<file path="config.mk">
export PLATFORM = sky130hd
export DESIGN_NAME = rtt_cell
export DESIGN_NICKNAME = d
export VERILOG_FILES = /design/src/rtl/core/rtt_pkg.sv /design/src/rtl/core/rtt_cell.sv
export SDC_FILE = /design/constraint.sdc
export NUM_CORES = 1
export LEC_CHECK = 0
export BUFFER_PORTS_ARGS = -buffer_cell sky130_fd_sc_hd__buf_2
export CAP_MARGIN = 20
export CORE_AREA = 10 10 278 280
export DETAILED_ROUTE_END_ITERATION = 16
export DIE_AREA = 0 0 288 290
export PLACE_DENSITY_LB_ADDON = 0.12
export SETUP_SLACK_MARGIN = 0.1
export SKIP_LAST_GASP = 1
export SLEW_MARGIN = 25
export SYNTH_ARGS = -nofsm -noshare
export SYNTH_HDL_FRONTEND = slang
export SYNTH_SLANG_ARGS = --single-unit
</file>
<file path="constraint.sdc">
create_clock -name clock -period 21.1 [get_ports clock]
set_input_delay 2.11 -clock clock [delete_from_list [all_inputs] [get_ports clock]]
set_output_delay 2.11 -clock clock [all_outputs]
set_load 0.03 [all_outputs]
</file>
<file path="src/rtl/core/rtt_pkg.sv">
`timescale 1ns / 1ps
// ----------------------------------------------------------------------------
// Request tracking table package
// Sizes, operation and status codes, and the words that travel between the
// top level and the row of table cells.
// ----------------------------------------------------------------------------
package rtt_pkg;

   localparam int ENTRIES   = 32;
   localparam int KEY_BYTES = 8;

   localparam int COUNT_W = $clog2(ENTRIES + 1);
   localparam int IDX_W   = (ENTRIES > 1) ? $clog2(ENTRIES) : 1;

   localparam logic [63:0] KEY_MASK = {64{1'b1}} >> (64 - 8 * KEY_BYTES);
   localparam logic [62:0] MAX_TIME = {63{1'b1}};

   // operation codes
   localparam logic [2:0] KIND_CREATE      = 3'd0;
   localparam logic [2:0] KIND_SET_STATUS  = 3'd1;
   localparam logic [2:0] KIND_CANCEL      = 3'd2;
   localparam logic [2:0] KIND_SET_TIMEOUT = 3'd3;
   localparam logic [2:0] KIND_QUERY       = 3'd4;

   // status codes
   localparam logic [2:0] STATUS_CREATED   = 3'd0;
   localparam logic [2:0] STATUS_RUNNING   = 3'd1;
   localparam logic [2:0] STATUS_COMPLETED = 3'd2;
   localparam logic [2:0] STATUS_FAILED    = 3'd3;
   localparam logic [2:0] STATUS_CANCELLED = 3'd4;
   localparam logic [2:0] STATUS_TIMED_OUT = 3'd5;

   typedef enum logic [1:0] {
      ST_IDLE,
      ST_BUSY,
      ST_DONE
   } rtt_state_type;

   typedef struct packed {
      logic [2:0]         kind;
      logic [63:0]        request_key;
      logic signed [31:0] generation;
      logic [2:0]         new_status;
      logic [62:0]        now_ms;
      logic signed [63:0] timeout_value;
   } rtt_req_type;

   typedef struct packed {
      logic        ok;
      logic [62:0] deadline;
      logic [5:0]  entry_count;
   } rtt_rsp_type;

   // word handed from cell to cell
   typedef struct packed {
      logic               valid;
      logic [2:0]         kind;
      logic [63:0]        request_key;
      logic signed [31:0] generation;
      logic [2:0]         new_status;
      logic [62:0]        now_ms;
      logic signed [63:0] timeout_value;
      logic               hit;
      logic               ok;
      logic               grow;
      logic [62:0]        created;
      logic [62:0]        tmo;
   } rtt_word_type;

   function automatic logic is_terminal(input logic [2:0] status);
      is_terminal = (status >= STATUS_COMPLETED) && (status <= STATUS_TIMED_OUT);
   endfunction

endpackage

</file>
<file path="src/rtl/core/rtt_cell.sv">
`timescale 1ns / 1ps
// ----------------------------------------------------------------------------
// Request tracking table cell
// Holds one table entry. Compares the passing word's key with its own,
// applies the operation on a hit or takes a new entry on create, and hands
// the word on to the next cell through its output register.
// ----------------------------------------------------------------------------
module rtt_cell (
   input  logic                        clock,
   input  logic                        reset,
   input  logic [rtt_pkg::IDX_W-1:0]   cell_index,
   input  logic [rtt_pkg::COUNT_W-1:0] used_count,
   input  rtt_pkg::rtt_word_type       word_in,
   output rtt_pkg::rtt_word_type       word_out
);
   import rtt_pkg::*;

   logic [63:0]        key_ff,       key_in;
   logic signed [31:0] gen_ff,       gen_in;
   logic [2:0]         status_ff,    status_in;
   logic [62:0]        created_ff,   created_in;
   logic [62:0]        started_ff,   started_in;
   logic [62:0]        completed_ff, completed_in;
   logic [62:0]        timeout_ff,   timeout_in;
   logic               cancelled_ff, cancelled_in;
   rtt_word_type       word_ff,      word_in_nx;

   logic live;
   logic match;
   logic append;

   // compare, then update the entry and the passing word
   always_comb begin
      key_in       = key_ff;
      gen_in       = gen_ff;
      status_in    = status_ff;
      created_in   = created_ff;
      started_in   = started_ff;
      completed_in = completed_ff;
      timeout_in   = timeout_ff;
      cancelled_in = cancelled_ff;
      word_in_nx   = word_in;

      live   = word_in.valid && !word_in.hit && (COUNT_W'(cell_index) < used_count);
      match  = live && (key_ff == word_in.request_key);
      append = word_in.valid && !word_in.hit && (word_in.kind == KIND_CREATE) &&
               (COUNT_W'(cell_index) == used_count);

      if (match) begin
         word_in_nx.hit = 1'b1;
         case (word_in.kind)
            KIND_SET_STATUS: begin
               if ((word_in.new_status <= STATUS_TIMED_OUT) &&
                   (!is_terminal(status_ff) || (word_in.new_status == status_ff))) begin
                  status_in = word_in.new_status;
                  if ((word_in.new_status == STATUS_RUNNING) && (started_ff == '0))
                     started_in = word_in.now_ms;
                  if (is_terminal(word_in.new_status) && (completed_ff == '0))
                     completed_in = word_in.now_ms;
                  word_in_nx.ok = 1'b1;
               end
            end
            KIND_CANCEL: begin
               if (!is_terminal(status_ff)) begin
                  cancelled_in = 1'b1;
                  status_in    = STATUS_CANCELLED;
                  if (completed_ff == '0)
                     completed_in = word_in.now_ms;
               end
               word_in_nx.ok = 1'b1;
            end
            KIND_SET_TIMEOUT: begin
               if (!word_in.timeout_value[63]) begin
                  timeout_in    = word_in.timeout_value[62:0];
                  word_in_nx.ok = 1'b1;
               end
            end
            KIND_QUERY: begin
               word_in_nx.ok      = 1'b1;
               word_in_nx.created = created_ff;
               word_in_nx.tmo     = timeout_ff;
            end
            default: begin
               word_in_nx.ok = 1'b0;
            end
         endcase
      end else if (append) begin
         key_in          = word_in.request_key;
         gen_in          = word_in.generation;
         status_in       = STATUS_CREATED;
         created_in      = word_in.now_ms;
         started_in      = '0;
         completed_in    = '0;
         timeout_in      = '0;
         cancelled_in    = 1'b0;
         word_in_nx.hit  = 1'b1;
         word_in_nx.ok   = 1'b1;
         word_in_nx.grow = 1'b1;
      end
   end

   // hold the entry
   always_ff @(posedge clock) begin
      key_ff       <= key_in;
      gen_ff       <= gen_in;
      status_ff    <= status_in;
      created_ff   <= created_in;
      started_ff   <= started_in;
      completed_ff <= completed_in;
      timeout_ff   <= timeout_in;
      cancelled_ff <= cancelled_in;
   end

   // advance the word
   always_ff @(posedge clock) begin
      if (reset) begin
         word_ff.valid <= 1'b0;
      end else begin
         word_ff <= word_in_nx;
      end
   end

   assign word_out = word_ff;

endmodule

</file>
==> results of run 1 <==
## power by group through the flow
stage                     sequential [uW]  clock [uW]  combinational, uW
final                                1280        1090                265
after global routing                 1290        1180                280
after CTS                            1280        1130                271
after detailed placement             1300           0                271
after global placement               1300           0                270
after floorplan                      1430           0               27.4
## layout by cell type (no fill, tap or decap), types with 5 or more instances in the layout
cell type and instances:
buf_4 9, mux2_1 40, nand4_1 7, clkbuf_1 12, clkinv_2 11, inv_1 6, xnor2_1 19, ha_1 5
xor2_1 47, clkinv_1 13, nor4_1 12, clkbuf_16 69, mux2_2 86, edfxtp_1 551, a21oi_1 5, diode_2 10
and2_1 63, buf_2 730
## through the flow
| step | util | power, uW | area [um2] | setup slack [ps] | std cells |
|---|---|---|---|---|---|
| 6_report | 0.372 | 2630 | 26600 | 15940 | 2706 |
| 5_1_grt | 0.372 | 2740 | 26500 | 15720 | 2701 |
| 4_1_cts | 0.371 | 2690 | 26500 | 15520 | 2695 |
| 3_5_place_dp | 0.342 | 1580 | 24400 | 14880 | 2575 |
| 3_3_place_gp | 0.342 | 1580 | 24400 | 14640 | 2574 |
| 2_1_floorplan | - | 1460 | 19600 | 11400 | 907 |
## flip-flops by register name, summed over array words and instances (netlist names)
name        flops
word_out      359
key_ff         64
created_ff     63
timeout_ff     63
status_ff       3
## per-layer routing
| metal | wire length [um] | global-route usage | up-vias |
|---|---|---|---|
| met5 | 103 | 0 | - |
| met4 | 1450 | 0.0517 | 14 |
| met3 | 5520 | 0.0540 | 104 |
| met2 | 35000 | 0.272 | 434 |
| met1 | 22400 | 0.149 | 5569 |
| li1 | - | - | 5130 |
## final timing paths
| kind | to | slack, ps |
|---|---|---|
| worst min register to register | word_out[102] | 520 |
| worst min-delay path | word_out[102] | 520 |
| worst max register to register | word_out[74] | 17190 |
| worst max-delay path | word_out[74] | 15940 |
## logic make-up (layout without fill, tap and decap cells)
logic type | Yosys count | in the layout | share of synthesized area
XOR/XNOR | 66 | 66 | 0.0295
buffers and inverters | 30 | 869 | 0.00722
adder cells (fa/ha/maj) | 5 | 5 | 0.00320
other | 0 | 10 | 0
AO/OA/AOI/OAI | 14 | 14 | 0.00454
flip-flops | 552 | 552 | 0.846
multiplexers | 127 | 127 | 0.0730
AND/OR/NAND/NOR | 113 | 113 | 0.0362
## final cells by class
cell class	instances	area, um2	area share
well taps	950	1190	0.0448
flip-flops and latches	552	16600	0.624
inverters	8	42.5	0.00160
clock buffers	82	1790	0.0672
repair buffers	741	3760	0.142
clock inverters	38	298	0.0112
multi-input cells	325	2890	0.109
diodes	10	25.0	0.000942
==> results.cfg, run 1 <==
[run_status]
status = completed

[power]
p_per_area_nw_per_um2 = 99.2
clock_power_share = 0.413
combPwrFrac = 0.101
p_seq_frac = 0.486
sw_frac_of_total = 0.251
p_leak_uw = 0.0101
p_int_uw = 1970
p_sw_uw = 661
ir_worst_vdd_uv = 61.5

[synth]
synth_edf_count = 551
syn_area_per_cell_um2 = 21.6
yosysWarnings = 0
synth-seq-area-share = 0.846
ys_types = 37
ys_top_cells_by_count = edfxtp_1, mux2_2, and2_1, xor2_1, mux2_1
yosys.area.top_type = edfxtp_1
syn_area_um2 = 19600
synth_area_leaders = edfxtp_1, mux2_2, mux2_1, xor2_1, and2_1
async_flop_share = 0
synth_cells = 907
syn-num-nets = 1284
synthFlopType = edfxtp_1
synth_top_area_frac = 0.845
yosysMostFrequentCell = edfxtp_1
ys_ff_latch = 552

[die]
dieWidth_um = 288
core_area_um2 = 71400
die_y_um = 290
row_count = 98
start_util = 0.274
io_pins = 731
die_area_um2 = 83500

[cts]
clk_pin_slew_worst_paths_ps = 60
clk-insertion-delay-late_ps = 590
cts_resized = 0
numCtsBuffers = 66
cts_tree = yes
cts_setup_buffers = 0
clock-sinks = 552
root_buffer = clkbuf_16
cts_buffer_depth = 3
h-tree-depth = 3
ctsHoldBuffers = 0

[layout]
layout-drive-gt1-share = 0.533
nets = 2071
area_growth_pct = 35.7
n_fill_cell = 6935

[setup_path]
r2r-start = key_ff[5]
crit_family = simple AND/OR/NAND/NOR gates
critical_path.slowest_cell = buf_4
critPathLaunch = word_in[296]
ff2ff_path_depth = 7
slowest_delay_ps = 770
cp-end-kind = flop
path_max_fanout = 59
cp.required_ps = 21420
cp.depth = 8
path_cells = buf_2, xor2_1, nor4_1, o2111ai_1, or3_1, nor3_4, buf_4, mux2_2
cp-start-kind = input pin
cp.arrival_ps = 5480
worstPathBufferInverterCount = 2
setup.worst_path.class = in2reg

[route]
drc = 0
first_pass_iters = 4
wirelength_um = 64400
avgViaCountPerCell = 4.16
drtIter0Drc = 582
num_vias = 11251
antenna_left = 0
routedWlPerCell_um = 23.8

[sta]
tns_ps = 0
min_period_over_period = 0.244
setup_viol = 0
rsz0062_at_grt = no
hold_viol = 0
worstMarginPinSlew_ps = 1010
fmax_ghz = 0.194
finalClockSkew_ps = 25.5
relSlewSlack = 0.330
min_period_ps = 5160
drv_slew = 0
fin_hold_ws_ps = 519

[worst_hold_path]
hold_depth = 1
hold_start = created_ff[39]
holdCritPathClass = reg2reg

[placed_design]
io_buffers = 730
hpwl_um = 48300
globalplace.congestion = 0.757

[grt]
grt_pass1_wl_um = 89300
grt_pass1_vias = 12108
grt_overflow = 0
grt_max_degree = 119
antenna_found_initial = 20
grtUsageTotal = 0.148

[flow_run]
drv_cap = 0
(Power assumes the default switching activity.)
==> run 2: changes to the inputs <==
CORE_AREA = 10 10 279 281   (was 10 10 278 280)
DIE_AREA = 0 0 289 291   (was 0 0 288 290)
clock period = 4.7 ns   (was 21.1 ns; I/O delays follow)
==> run 2 against run 1 <==
  * Sequential share of layout area shrank 1.1 points
  * Global-route usage down 0.098 points
  * Sequential cell count stayed put
  * Largest cell class unchanged
  * Largest power group unchanged
==> results.cfg, run 2 (synthesis gave the netlist of run 1 again) <==
[placed_design]
place_area_um2 = 24600
globalplace.congestion = 0.757
dp_slack_ps = 1040
hpwl_um = 49400
post-place-cells = 2591
io_buffers = 730

[cts]
cts_setup_buffers = 0
numCtsBuffers = 60
root_buffer = clkbuf_16
cts_buffer_depth = 3
clock-sinks = 552
clk_pin_slew_worst_paths_ps = 60
cts_tree = yes
clk-insertion-delay-late_ps = 620
h-tree-depth = 2

[sta]
drv_slew = 0
finalClockSkew_ps = 26.2
rsz0062_at_grt = no
setup_viol = 0
fin_hold_ws_ps = 48.9
min_period_ps = 3310
hold_viol = 0
fmax_ghz = 0.302
worstMarginPinSlew_ps = 928
relSlewSlack = 0.380
worst_slack_ps = 1390
min_period_over_period = 0.705

[grt]
antenna_found_initial = 16
grt_pass1_wl_um = 89800
grtUsageTotal = 0.147
grt_max_degree = 90
grt_pass1_vias = 12481
grt_overflow = 0

[setup_path]
rrSetupSlack_ps = 1390
cp.required_ps = 5060
path_max_fanout = 73
critical_path.slowest_cell = or3_1
worstPathBufferInverterCount = 1
setup.worst_path.class = reg2reg
path_cells = xor2_1, nor4_1, o2111ai_1, or3_1, nor3_4, buf_12, mux2_2
cp.arrival_ps = 3670
cp-start-kind = flop
slowest_delay_ps = 550
cp-end-kind = flop
crit_family = simple AND/OR/NAND/NOR gates

[layout]
final_common_cell = buf_2
largest_reg_flops = 359
final_cell_mix = buf_2, edfxtp_1, mux2_2
instances_no_fill = 2753
n_fill_cell = 6952
nets = 2117
layout-drive-gt1-share = 0.518
design_area_um2 = 27000
area_growth_pct = 38.0

[power]
p_leak_uw = 0.0103
p_per_area_nw_per_um2 = 431
ir_worst_vdd_uv = 372

[die]
core_area_um2 = 72300
die_y_um = 291
row_count = 99
dieWidth_um = 289
die_area_um2 = 84100
io_pins = 731
start_util = 0.271

[worst_hold_path]
holdCritPathClass = in2reg

[route]
wirelength_um = 64800
routedWlPerCell_um = 23.6
antenna_left = 0
drc = 0
drtIter0Drc = 516
first_pass_iters = 6
num_vias = 11412
avgViaCountPerCell = 4.15

[run_status]
status = completed

[flow_run]
drv_cap = 0
[run 2: through the flow]
step	util	setup TNS, ps	power [uW]
floorplan	-	-523200	6530
global placement	0.340	0	7080
detailed placement	0.340	0	7080
CTS	0.373	0	11900
global route	0.373	0	12100
finish	0.373	0	11700
[run 2: power by group]
group | switching [uW] | leakage [uW] | total, uW | internal [uW]
registers | 60.4 | 0.00511 | 5750 | 5690
logic | 868 | 0.00426 | 1230 | 363
clock network | 1940 | 0.000948 | 4670 | 2730
[run 2: final timing paths]
| check | start | end | cells after the start |
|---|---|---|---|
| setup / recovery | key_ff[5] | word_out[1] | 7 |
| hold / removal | word_in[265] | word_out[265] | 1 |
| setup reg to reg | key_ff[5] | word_out[1] | 7 |
| hold reg to reg | created_ff[37] | word_out[100] | 1 |
[run 2: final cells by class]
type / instances / area [um2] / area share
Inverter: 8 / 38.8 / 0.00144
Sequential cell: 552 / 16600 / 0.613
Antenna cell: 7 / 17.5 / 0.000648
Clock inverter: 31 / 289 / 0.0107
Timing Repair Buffer: 793 / 4370 / 0.162
Tap cell: 959 / 1200 / 0.0444
Clock buffer: 78 / 1650 / 0.0611
Multi-Input combinational cell: 325 / 2890 / 0.107
[run 2: worst register-to-register path: stages (launching register included)]
cell and delay (ps):
edfxtp_1 380, xor2_1 160, nor4_1 540, o2111ai_1 200
or3_1 550, nor3_4 350, buf_12 390, mux2_2 510
[run 2: per-layer routing]
| layer | track usage | wire [um] | part of all wire |
|---|---|---|---|
| met5 | 0 | 79 | 0.0012 |
| met3 | 0.0485 | 5450 | 0.084 |
| met2 | 0.277 | 35500 | 0.55 |
| met1 | 0.149 | 22400 | 0.35 |
| met4 | 0.0427 | 1390 | 0.021 |
[run 2: timing repair]
item,CTS,global route
hold endpoints to repair,48,0
gates resized for setup,0,0
hold buffers,46,0
endpoints found under the setup margin,0,0
==> run 3: changes to the inputs <==
ABC_AREA = 1   (was default)
CORE_AREA = 10 10 276 278   (was 10 10 279 281)
DIE_AREA = 0 0 286 288   (was 0 0 289 291)
clock period = 2.9 ns   (was 4.7 ns; I/O delays follow)
==> run 3 against run 2 <==
  * Register-to-register slack worse by 890 ps
  * First-iteration DRC count up 41%
  * Die area fell by 2.1%
  * Clock power up 75%
  * Cell count up 40%
  * Power is 73% higher
  * Area after synthesis rose by 15%
  * Largest power group unchanged
==> results.cfg, run 3 <==
[sta]
min_period_over_period = 0.838
min_period_ps = 2430
fmax_ghz = 0.412
relSlewSlack = 0.434
worst_slack_ps = 471
hold_viol = 0
worstMarginPinSlew_ps = 848
rsz0062_at_grt = no
setup_viol = 0
fin_hold_ws_ps = 34.7
drv_slew = 0
finalClockSkew_ps = 27.3

[setup_path]
timing.rr.end = created_ff[36]
ff2ff_path_depth = 12
cp-end-kind = flop
cp.required_ps = 3230
rrSetupSlack_ps = 500
cp.arrival_ps = 2760
setup.worst_path.class = in2reg
cp-start-kind = input pin
r2r-start = key_ff[7]
path_max_fanout = 23

[route]
first_pass_iters = 5
num_vias = 16438
drc = 0
avgViaCountPerCell = 4.27
wirelength_um = 75500
antenna_left = 0
routedWlPerCell_um = 19.6
drtIter0Drc = 725

[cts]
h-tree-depth = 3
cts_buffer_depth = 3
cts_resized = 0
root_buffer = clkbuf_16
clk_pin_slew_worst_paths_ps = 60
clock-sinks = 552
numCtsBuffers = 67
cts_tree = yes
clk-insertion-delay-late_ps = 600

[synth]
ys_ff_latch = 552
synthFlopType = edfxtp_1
synth_top_area_frac = 0.735
yosysMostFrequentCell = edfxtp_1
synth-seq-area-share = 0.736
async_flop_share = 0
yosysWarnings = 0
synth_area_leaders = edfxtp_1, mux2_2, inv_1, nand2_1, nor2_1
synth_cells = 1715
yosys.area.top_type = edfxtp_1
syn_area_per_cell_um2 = 13.1
ys_types = 30
ys_top_cells_by_count = edfxtp_1, inv_1, nand2_1, nor2_1, mux2_2
synth_edf_count = 551
syn_area_um2 = 22500
syn-num-nets = 2092

[die]
die_y_um = 288
io_pins = 731
row_count = 98
core_area_um2 = 70900
start_util = 0.318
die_area_um2 = 82400
dieWidth_um = 286

[grt]
antenna_found_initial = 8
grt_overflow = 0
grt_pass1_wl_um = 110000
grtUsageTotal = 0.177
grt_max_degree = 123
grt_pass1_vias = 17415

[worst_hold_path]
hold_start = word_in[77]
hold_depth = 3
whs_endpoint = word_out[77]
holdCritPathClass = in2reg

[layout]
layout-drive-gt1-share = 0.355
nets = 3218
area_growth_pct = 47.5
final_common_cell = buf_2
largest_reg_flops = 359
utilization = 0.468
final_cell_mix = buf_2, edfxtp_1, dlygate4sd3_1

[power]
p_leak_uw = 0.0145
ir_worst_vdd_uv = 559
p_per_area_nw_per_um2 = 609

[placed_design]
hpwl_um = 57000
io_buffers = 730
dp_slack_ps = 255
globalplace.congestion = 0.832

[flow_run]
drv_cap = 0

[run_status]
status = completed
## run 3: area by class of cell
cell class                      count  area (um2)
Multi-Input combinational cell    810        4580
Inverter                          305        1160
Timing Repair Buffer             1105        7520
Clock inverter                     31         315
Tap cell                          950        1190
Sequential cell                   552       16600
Antenna cell                        5        12.5
Fill cell                        6538       37700
Clock buffer                       88        1830
## run 3: worst max-delay path by stage
stage | slack, ps | startpoint | to
after floorplan | -3060 | reset | word_out[0]
after global placement | 280 | used_count[4] | created_ff[55]
after detailed placement | 260 | used_count[4] | created_ff[14]
after CTS | 420 | key_ff[60] | created_ff[36]
after global routing | 260 | key_ff[7] | created_ff[36]
final | 470 | word_in[332] | created_ff[36]
## run 3: where the power goes
group	total [uW]	internal (uW)	switching, uW
Combinational	2690	988	1700
Clock	8180	4900	3280
Sequential	9330	9220	107
Total	20200	15100	5090
## run 3: cells by family (layout without fill, tap and decap cells)
group | count (synthesis) | after routing | synth area share
adders and majority gates | 5 | 5 | 0.00278
buffers and inverters | 353 | 1529 | 0.0642
other | 0 | 5 | 0
AOI/OAI and AO/OA | 138 | 138 | 0.0310
DFF | 552 | 552 | 0.736
xor gates and xnor gates | 33 | 33 | 0.0128
and+or+nand+nor | 508 | 508 | 0.0900
muxes | 126 | 126 | 0.0631
## run 3: per-layer routing
layer,wire [um],GRT usage,share of wire,vias to the layer above
li1,-,-,-,8039
met1,28900,0.196,0.38,7783
met2,39200,0.317,0.52,487
met3,4940,0.0511,0.065,127
met4,2400,0.0680,0.032,2
met5,9,0,0.00012,-
## run 3: metrics by stage
| stage | area (um2) | cells | setup TNS (ps) | total power [uW] |
|---|---|---|---|---|
| floorplan | 22600 | 1715 | -1175890 | 10800 |
| global placement | 27600 | 3381 | 0 | 11800 |
| detailed placement | 27600 | 3381 | 0 | 11800 |
| CTS | 33200 | 3841 | 0 | 20500 |
| global route | 33200 | 3846 | 0 | 21000 |
| finish | 33200 | 3846 | 0 | 20200 |
## run 3: worst max-delay path: stages
cell	delay, ps
dlygate4sd3_1	570
buf_2	160
inv_1	50
nand2_1	40
nand2_1	110
nand2_1	80
inv_1	50
nand2_1	70
nor2_1	110
nand2_1	80
nor2_2	130
nand3_2	170
nand2_4	140
clkinvlp_4	260
buf_12	250
buf_12	170
## run 3: what timing repair did
item	in CTS	in global routing
buffers inserted	0	0
hold buffers	341	0
hold endpoints to repair	490	0
